File: src/sv/rrpid_pkg.sv
// Shared types and constants for the RR peak interval detector.
package rrpid_pkg;

  localparam int HALF_WINDOW_DEF = 5;

  localparam int TIME_W = 32;
  localparam int POT_W  = 16;
  localparam int POS_W  = 5;
  localparam int RR_W   = 33;
  localparam int CFG_W  = 16;

  localparam logic signed [CFG_W-1:0] THRESHOLD_RST    = 16'sd1229;
  localparam logic        [CFG_W-1:0] MIN_INTERVAL_RST = 16'd50;

  // A rise is 1000*p[i] >= 1001*p[i-1], i.e. a growth of at least 0.1 percent.
  localparam logic signed [10:0] RISE_MUL_CUR  = 11'sd1000;
  localparam logic signed [10:0] RISE_MUL_PREV = 11'sd1001;

  typedef enum logic [0:0] {
    REG_PEAK_THRESHOLD = 1'b0,
    REG_MIN_INTERVAL   = 1'b1
  } rrpid_reg_e;

  typedef enum logic [1:0] {
    ST_IDLE   = 2'd0,
    ST_SCAN   = 2'd1,
    ST_FINISH = 2'd2
  } rrpid_state_e;

  typedef struct packed {
    logic load;
    logic step;
    logic finish;
  } rrpid_cmd_t;

  typedef struct packed {
    logic eval;
    logic has_prev;
    logic scan_last;
    logic out_free;
  } rrpid_stat_t;

endpackage

File: src/sv/rrpid_ctrl.sv
// Controller state machine: request intake, window scan sequencing and result hand-off.
module rrpid_ctrl (
  input  logic                  clk_i,
  input  logic                  rst_ni,
  input  logic                  s_valid_i,
  output logic                  s_ready_o,
  input  rrpid_pkg::rrpid_stat_t stat_i,
  output rrpid_pkg::rrpid_cmd_t  cmd_o
);
  import rrpid_pkg::*;

  rrpid_state_e state_q, state_d;

  always_ff @(posedge clk_i or negedge rst_ni) begin
    if (!rst_ni) begin
      state_q <= ST_IDLE;
    end else begin
      state_q <= state_d;
    end
  end

  always_comb begin
    state_d    = state_q;
    cmd_o      = '0;
    s_ready_o  = 1'b0;
    case (state_q)
      ST_IDLE: begin
        s_ready_o = 1'b1;
        if (s_valid_i) begin
          cmd_o.load = 1'b1;
          // Requests at or below the threshold only update the window.
          if (stat_i.eval) begin
            state_d = stat_i.has_prev ? ST_SCAN : ST_FINISH;
          end
        end
      end
      ST_SCAN: begin
        cmd_o.step = 1'b1;
        if (stat_i.scan_last) begin
          state_d = ST_FINISH;
        end
      end
      ST_FINISH: begin
        if (stat_i.out_free) begin
          cmd_o.finish = 1'b1;
          state_d      = ST_IDLE;
        end
      end
      default: begin
        state_d = ST_IDLE;
      end
    endcase
  end

endmodule

File: src/sv/rrpid_dp.sv
// Datapath: sample window, rise compare unit, peak bookkeeping and result register.
module rrpid_dp #(
  parameter int HALF_WINDOW = rrpid_pkg::HALF_WINDOW_DEF
) (
  input  logic                                clk_i,
  input  logic                                rst_ni,
  input  rrpid_pkg::rrpid_cmd_t               cmd_i,
  output rrpid_pkg::rrpid_stat_t              stat_o,
  input  logic        [rrpid_pkg::TIME_W-1:0] sample_time_i,
  input  logic signed [rrpid_pkg::POT_W-1:0]  potential_i,
  input  logic                                cfg_we_i,
  input  logic        [0:0]                   cfg_index_i,
  input  logic        [rrpid_pkg::CFG_W-1:0]  cfg_data_i,
  output logic                                out_valid_o,
  input  logic                                out_ready_i,
  output logic signed [rrpid_pkg::POS_W-1:0]  peak_position_o,
  output logic                                interval_valid_o,
  output logic        [rrpid_pkg::RR_W-1:0]   rr_interval_o
);
  import rrpid_pkg::*;

  localparam int DEPTH = 2 * HALF_WINDOW;
  localparam int IDX_W = $clog2(DEPTH);
  localparam int CNT_W = $clog2(DEPTH + 1);
  localparam int PROD_W = POT_W + 11;
  localparam int DIFF_W = RR_W + 1;

  logic signed [CFG_W-1:0]  thr_q;
  logic        [CFG_W-1:0]  min_q;

  logic        [TIME_W-1:0] win_t_q [DEPTH];
  logic signed [POT_W-1:0]  win_p_q [DEPTH];
  logic        [CNT_W-1:0]  fill_q;
  logic                     full;

  logic        [IDX_W-1:0]  idx_q;
  logic signed [POT_W-1:0]  prev_q;
  logic                     found_q;
  logic        [IDX_W-1:0]  pos_q;
  logic        [TIME_W-1:0] ptime_q;

  logic signed [RR_W-1:0]   last_q;
  logic signed [POS_W-1:0]  held_q;

  logic                     out_valid_q;
  logic signed [POS_W-1:0]  out_pos_q;
  logic                     out_iv_q;
  logic        [RR_W-1:0]   out_rr_q;

  logic signed [POT_W-1:0]  cur_p;
  logic signed [PROD_W-1:0] prod_cur;
  logic signed [PROD_W-1:0] prod_prev;
  logic                     rise;
  logic signed [DIFF_W-1:0] diff;
  logic                     accept_iv;
  logic signed [POS_W-1:0]  new_held;

  assign full = (fill_q == CNT_W'(DEPTH));

  always_ff @(posedge clk_i or negedge rst_ni) begin
    if (!rst_ni) begin
      thr_q <= THRESHOLD_RST;
      min_q <= MIN_INTERVAL_RST;
    end else if (cfg_we_i) begin
      case (cfg_index_i)
        REG_PEAK_THRESHOLD: thr_q <= cfg_data_i;
        REG_MIN_INTERVAL:   min_q <= cfg_data_i;
        default: begin
        end
      endcase
    end
  end

  // The window fills from position zero, then shifts so the oldest sample stays at zero.
  always_ff @(posedge clk_i) begin
    if (cmd_i.load) begin
      if (full) begin
        for (int k = 0; k < DEPTH - 1; k++) begin
          win_t_q[k] <= win_t_q[k+1];
          win_p_q[k] <= win_p_q[k+1];
        end
        win_t_q[DEPTH-1] <= sample_time_i;
        win_p_q[DEPTH-1] <= potential_i;
      end else begin
        win_t_q[fill_q[IDX_W-1:0]] <= sample_time_i;
        win_p_q[fill_q[IDX_W-1:0]] <= potential_i;
      end
    end
  end

  always_ff @(posedge clk_i or negedge rst_ni) begin
    if (!rst_ni) begin
      fill_q <= '0;
    end else if (cmd_i.load && !full) begin
      fill_q <= fill_q + CNT_W'(1);
    end
  end

  assign cur_p     = win_p_q[idx_q];
  assign prod_cur  = PROD_W'(cur_p) * PROD_W'(RISE_MUL_CUR);
  assign prod_prev = PROD_W'(prev_q) * PROD_W'(RISE_MUL_PREV);
  assign rise      = (prod_cur >= prod_prev);

  // One position per cycle; prev_q carries p[i-1] from the step before.
  always_ff @(posedge clk_i or negedge rst_ni) begin
    if (!rst_ni) begin
      found_q <= 1'b0;
    end else if (cmd_i.load) begin
      found_q <= 1'b0;
    end else if (cmd_i.step && rise) begin
      found_q <= 1'b1;
    end
  end

  always_ff @(posedge clk_i) begin
    if (cmd_i.load) begin
      idx_q  <= IDX_W'(1);
      prev_q <= full ? win_p_q[1] : win_p_q[0];
    end else if (cmd_i.step) begin
      idx_q  <= idx_q + IDX_W'(1);
      prev_q <= cur_p;
      if (rise) begin
        pos_q   <= idx_q;
        ptime_q <= win_t_q[idx_q];
      end
    end
  end

  assign diff = $signed({{(DIFF_W-TIME_W){1'b0}}, ptime_q}) - DIFF_W'(last_q);
  assign accept_iv = found_q && (pos_q == IDX_W'(HALF_WINDOW)) && (ptime_q != '0) &&
                     (diff > $signed({{(DIFF_W-CFG_W){1'b0}}, min_q}));
  assign new_held  = found_q ? $signed(POS_W'(pos_q)) : held_q;

  always_ff @(posedge clk_i or negedge rst_ni) begin
    if (!rst_ni) begin
      last_q      <= '1;
      held_q      <= '1;
      out_valid_q <= 1'b0;
    end else begin
      if (out_valid_q && out_ready_i) begin
        out_valid_q <= 1'b0;
      end
      if (cmd_i.finish) begin
        held_q      <= new_held;
        out_valid_q <= 1'b1;
        if (accept_iv) begin
          last_q <= $signed({1'b0, ptime_q});
        end
      end
    end
  end

  always_ff @(posedge clk_i) begin
    if (cmd_i.finish) begin
      out_pos_q <= new_held;
      out_iv_q  <= accept_iv;
      out_rr_q  <= accept_iv ? diff[RR_W-1:0] : '0;
    end
  end

  assign stat_o.eval      = (potential_i > thr_q);
  assign stat_o.has_prev  = (fill_q != '0);
  assign stat_o.scan_last = (idx_q == IDX_W'(fill_q - CNT_W'(1)));
  assign stat_o.out_free  = !out_valid_q || out_ready_i;

  assign out_valid_o      = out_valid_q;
  assign peak_position_o  = out_pos_q;
  assign interval_valid_o = out_iv_q;
  assign rr_interval_o    = out_rr_q;

  a_fill_bound: assert property (@(posedge clk_i) disable iff (!rst_ni)
    fill_q <= CNT_W'(DEPTH))
    else $error("window fill count exceeds depth");

  a_iv_center: assert property (@(posedge clk_i) disable iff (!rst_ni)
    out_valid_q && out_iv_q |-> out_pos_q == POS_W'(HALF_WINDOW))
    else $error("interval reported away from window center");

  a_rr_zero: assert property (@(posedge clk_i) disable iff (!rst_ni)
    out_valid_q && !out_iv_q |-> out_rr_q == '0)
    else $error("interval value nonzero without flag");

  a_scan_in_fill: assert property (@(posedge clk_i) disable iff (!rst_ni)
    cmd_i.step |-> CNT_W'(idx_q) < fill_q)
    else $error("scan index beyond filled window");

endmodule

File: src/sv/rr_peak_interval_detector_core.sv
// Top level of the RR peak interval detector: stream ports, controller and datapath.
// A request at or below the threshold only updates the window and yields no result.
// A request above the threshold passes an intake step, n - 1 steps of the single rise
// compare unit (n being the window fill, at most 2*HALF_WINDOW) and a finish step that
// loads the output register once it is free. New requests are taken only in idle.
// Reset: thresholds return to defaults, the window empties, no peak is held.
module rr_peak_interval_detector_core #(
  parameter int HALF_WINDOW = rrpid_pkg::HALF_WINDOW_DEF
) (
  input  logic        clk_i,
  input  logic        rst_ni,
  input  logic        s_axis_tvalid,
  output logic        s_axis_tready,
  input  logic [47:0] s_axis_tdata,   // sample_time[31:0], potential[47:32]
  output logic        m_axis_tvalid,
  input  logic        m_axis_tready,
  output logic [39:0] m_axis_tdata,   // peak_position[4:0], rr_interval[37:5], zero[39:38]
  output logic        m_axis_tuser,   // interval_valid[0]
  input  logic        cfg_valid_i,
  output logic        cfg_ready_o,
  input  logic [0:0]  cfg_index_i,
  input  logic [15:0] cfg_data_i
);
  import rrpid_pkg::*;

  rrpid_cmd_t               cmd;
  rrpid_stat_t              stat;
  logic signed [POS_W-1:0]  peak_position;
  logic        [RR_W-1:0]   rr_interval;

  assign cfg_ready_o = 1'b1;

  rrpid_ctrl u_ctrl (
    .clk_i     (clk_i),
    .rst_ni    (rst_ni),
    .s_valid_i (s_axis_tvalid),
    .s_ready_o (s_axis_tready),
    .stat_i    (stat),
    .cmd_o     (cmd)
  );

  rrpid_dp #(
    .HALF_WINDOW (HALF_WINDOW)
  ) u_dp (
    .clk_i            (clk_i),
    .rst_ni           (rst_ni),
    .cmd_i            (cmd),
    .stat_o           (stat),
    .sample_time_i    (s_axis_tdata[31:0]),
    .potential_i      ($signed(s_axis_tdata[47:32])),
    .cfg_we_i         (cfg_valid_i && cfg_ready_o),
    .cfg_index_i      (cfg_index_i),
    .cfg_data_i       (cfg_data_i),
    .out_valid_o      (m_axis_tvalid),
    .out_ready_i      (m_axis_tready),
    .peak_position_o  (peak_position),
    .interval_valid_o (m_axis_tuser),
    .rr_interval_o    (rr_interval)
  );

  assign m_axis_tdata = {2'b00, rr_interval, peak_position};

endmodule
File: config.mk
export PLATFORM = sky130hd
export DESIGN_NAME = rr_peak_interval_detector_core
export DESIGN_NICKNAME = d
export VERILOG_FILES = /design/src/sv/rrpid_pkg.sv /design/src/sv/rrpid_ctrl.sv /design/src/sv/rrpid_dp.sv /design/src/sv/rr_peak_interval_detector_core.sv
export SDC_FILE = /design/constraint.sdc
export NUM_CORES = 2
export LEC_CHECK = 0
export BUFFER_PORTS_ARGS = -buffer_cell sky130_fd_sc_hd__buf_2
export CAP_MARGIN = 20
export CORE_MARGIN = 1
export CORE_UTILIZATION = 44
export CTS_CLUSTER_DIAMETER = 120
export DETAILED_ROUTE_END_ITERATION = 7
export GPL_TIMING_DRIVEN = 0
export PLACE_DENSITY = 0.66
export SYNTH_ARGS = -nofsm -noshare
export SYNTH_HDL_FRONTEND = slang
export SYNTH_SLANG_ARGS = --single-unit
File: constraint.sdc
create_clock -name clk_i -period 8.5 [get_ports clk_i]
set_clock_uncertainty 0.2 [all_clocks]
set_input_delay 0 -clock clk_i [delete_from_list [all_inputs] [get_ports clk_i]]
set_output_delay 0 -clock clk_i [all_outputs]
set_load 0.03 [all_outputs]
==> flow_summary.json <==
{
  "outcome": "complete, but fails checks",
  "violations": "design-rule violations",
  "io_pins": 114,
  "arrival_ns": 8.39,
  "synth.distinct_cells": 71,
  "insertion_delay_ns": 0.70,
  "gr-usage-all-layers_pct": 21.9,
  "required_ns": 8.66,
  "yosys-top-cells-area": "edfxtp_1 51%, mux4_2 11%, mux2_2 11%",
  "die_w_um": 342,
  "ant_nets": 0,
  "post-place-ws_ns": -2.06,
  "area_growth_pct": 15.7,
  "drc": 64,
  "clk_pin_slew_ns": 0.06,
  "ys_warn_count": 0,
  "syn-cell-area_sq_um": 50800,
  "dieArea_sq_um": 117000,
  "grt_start_max_net_pins": 70,
  "startpoint_type": "register",
  "report.final.slew_viol_count": 0,
  "yosysTopAreaCell": "edfxtp_1",
  "h-tree-depth": 3,
  "crit_fanout": 19,
  "min_path_cells": 4,
  "vias": 29400,
  "dp_hpwl_mm": 89.0,
  "numCtsBuffers": 100,
  "die_y_um": 342,
  "ys_ff_latch": 945,
  "hold_path_class": "in2reg",
  "finalHoldViolCount": 0,
  "synth_edf_count": 859,
  "setup_viol": 0,
  "fmax_mhz": 121,
  "worstMarginPinSlew_ns": 1.10,
  "synth_top_area_share_pct": 50.7,
  "antenna_found_initial": 8,
  "clkSinkCount": 945,
  "firstDrtPassIters": 7,
  "end_kind": "register",
  "grt_pass1_vias": 30000,
  "drtIter0Drc": 2759,
  "rows": 124,
  "cts_root_buffer": "clkbuf_16",
  "core_area_sq_um": 115000,
  "r2r_setup_slack_ns": 0.27,
  "register_area_sq_um": 28000,
  "max_stage_delay_ns": 0.60,
  "utilization_pct": 51.3,
  "maxCapViolations": 0,
  "clk_path_buf_depth": 3,
  "cts_tree": "yes",
  "avgSynthCellArea_sq_um": 15.6,
  "grt_pass1_wl_mm": 190,
  "period_share_pct": 96.8,
  "finalWirelength_mm": 128,
  "multi_input_area_sq_um": 21200,
  "hp-start": "m_axis_tready",
  "synthArstFlopShare_pct": 8.25,
  "ys_seq_area_share_pct": 55.0,
  "fillers": 9456,
  "worst-path-buf-inv": 6,
  "critical-path-slowest-cell": "mux4_2",
  "fin_crit_ns": 8.23,
  "r2r-end": "u_dp.ptime_q[10]",
  "initial_core_util_pct": 44.4,
  "synthFlopType": "edfxtp_1",
  "worstSetupPathType": "reg2reg",
  "hold_end": "u_dp.out_valid_o",
  "wl_per_cell_um": 24.4,
  "drive_gt1_share_pct": 31.1,
  "reg2reg_depth": 30,
  "grt.overflow.total": 0,
  "slew-limit-headroom_pct": 26.9,
  "via_per_inst": 5.62,
  "portBuffers": 110,
  "place_congestion": 0.832,
  "synthCells": 3255,
  "setup_slack_ns": 0.269,
  "setup_tns_ns": 0,
  "nets": 4086,
  "crit_family": "adder cells"
}
[worst max-delay path by stage]
stage                       from  slack (ns)                   to  cells past startpoint
2_1_floorplan           register        0.07        u_dp.pos_q[0]                     28
3_3_place_gp   u_ctrl.state_q[1]       -4.98  u_dp.win_t_q[9][12]                      4
3_5_place_dp            register       -2.06     u_dp.ptime_q[19]                     28
4_1_cts                 register       0.006     u_dp.ptime_q[10]                     29
5_1_grt                 register       -0.03     u_dp.ptime_q[27]                     30
6_report                register        0.27     u_dp.ptime_q[10]                     30
[state kept, by name, indices dropped and copies added, names as in the netlist, 2 cells and up, named ones only]
name and cells:
u_dp.idx_q 4, u_dp.last_q 33, u_ctrl.state_q 2, u_dp.pos_q 4
u_dp.held_q 5, u_dp.rr_interval_o 33, u_dp.win_t_q 512, u_dp.fill_q 4
u_dp.win_p_q 256, u_dp.peak_position_o 5, u_dp.prev_q 16, u_dp.ptime_q 32
u_dp.thr_q 16, u_dp.min_q 16
[stage by stage]
step           std cells  area (sq um)  hold WS (ns)
2_1_floorplan       3256         50800        -0.496
3_3_place_gp        4878         53300        0.0395
3_5_place_dp        4919         54100        -0.129
4_1_cts             5215         58500      0.000790
5_1_grt             5233         58800        0.0332
6_report            5236         58800        0.0332
[placed cells by master (no fill, tap or decap), types with 14 or more instances in the layout]
cell,netlist,final
a21o_1,49,49
a21oi_1,57,55
buf_1,58,53
buf_12,0,18
buf_2,1,111
buf_4,3,32
buf_8,0,14
clkbuf_1,69,82
clkbuf_16,0,100
clkinv_1,0,22
dfrtp_1,31,31
dfstp_2,47,47
dlygate4sd3_1,0,106
edfxtp_1,859,859
fa_1,136,136
ha_1,241,240
inv_1,355,352
mux2_2,481,481
mux2i_1,17,17
mux4_2,241,241
nand2_1,97,91
nand2b_1,17,15
nand3_1,27,27
nand4_1,22,22
nor2_1,72,65
nor2b_1,19,19
nor3_1,30,30
nor3b_1,15,15
o21ai_0,77,73
xnor2_1,36,36
xor2_1,38,38
[cells in the mapped netlist (19+ instances only)]
library cell  number
mux2_2           481
mux4_2           241
o21ai_0           77
a21oi_1           57
xor2_1            38
clkbuf_1          69
dfstp_2           47
a21o_1            49
nand2_1           97
inv_1            355
buf_1             58
dfrtp_1           31
fa_1             136
nor2_1            72
xnor2_1           36
ha_1             241
nand4_1           22
edfxtp_1         859
nand3_1           27
nor2b_1           19
nor3_1            30
[what timing repair did]
item                                    4_1_cts  5_1_grt
buffers inserted                              8       13
gates cloned                                  1        0
resized for setup                            50       26
pin swaps                                     3        7
hold buffers                                106        0
endpoints found under the hold margin       896        0
endpoints found under the setup margin       37       37
[kinds of logic (layout without fill, tap and decap cells)]
kind of cell               after synthesis  in the layout  synth area share (%)
AOI/OAI and AO/OA                      277            278                  3.61
xor gates and xnor gates                74             74                  1.28
adders and majority gates              377            377                  11.3
buffers and inverters                  489            953                  3.68
DFF                                    945            945                  55.0
muxes                                  740            740                  21.7
other                                    2              6                0.0148
and+or+nand+nor                        351            351                  3.42
[worst register-to-register path, delay by kind of cell (launching register included)]
kind / cells / cell delay [ns]
fa+ha+maj: 6 / 2.35
compound gates: 10 / 1.90
simple gates: 5 / 0.83
buf+inv: 6 / 0.85
mux: 2 / 1.15
flops: 1 / 0.43
xor+xnor: 1 / 0.16
[routing by layer]
metal  part of all wire, %  global-route usage [%]  vias up
li1                      -                       -    13100
met1                    42                    29.7    15200
met2                    48                    35.9      975
met3                   7.5                    4.51      188
met4                   2.5                    6.13        8
met5                 0.042                       0        -
[area by class of cell]
cell class                      count  share of cell area (%)
Buffer                            131                    1.04
Clock inverter                     55                   0.836
Sequential cell                   945                    47.6
Clock buffer                      129                    4.51
Timing Repair Buffer              283                    4.39
Multi-Input combinational cell   1823                    36.1
Antenna cell                        3                  0.0128
Inverter                          355                    2.27
Tap cell                         1512                    3.22
Power is not shown: default switching activity piles up to over one toggle a cycle in this logic, so the estimate is an artifact.
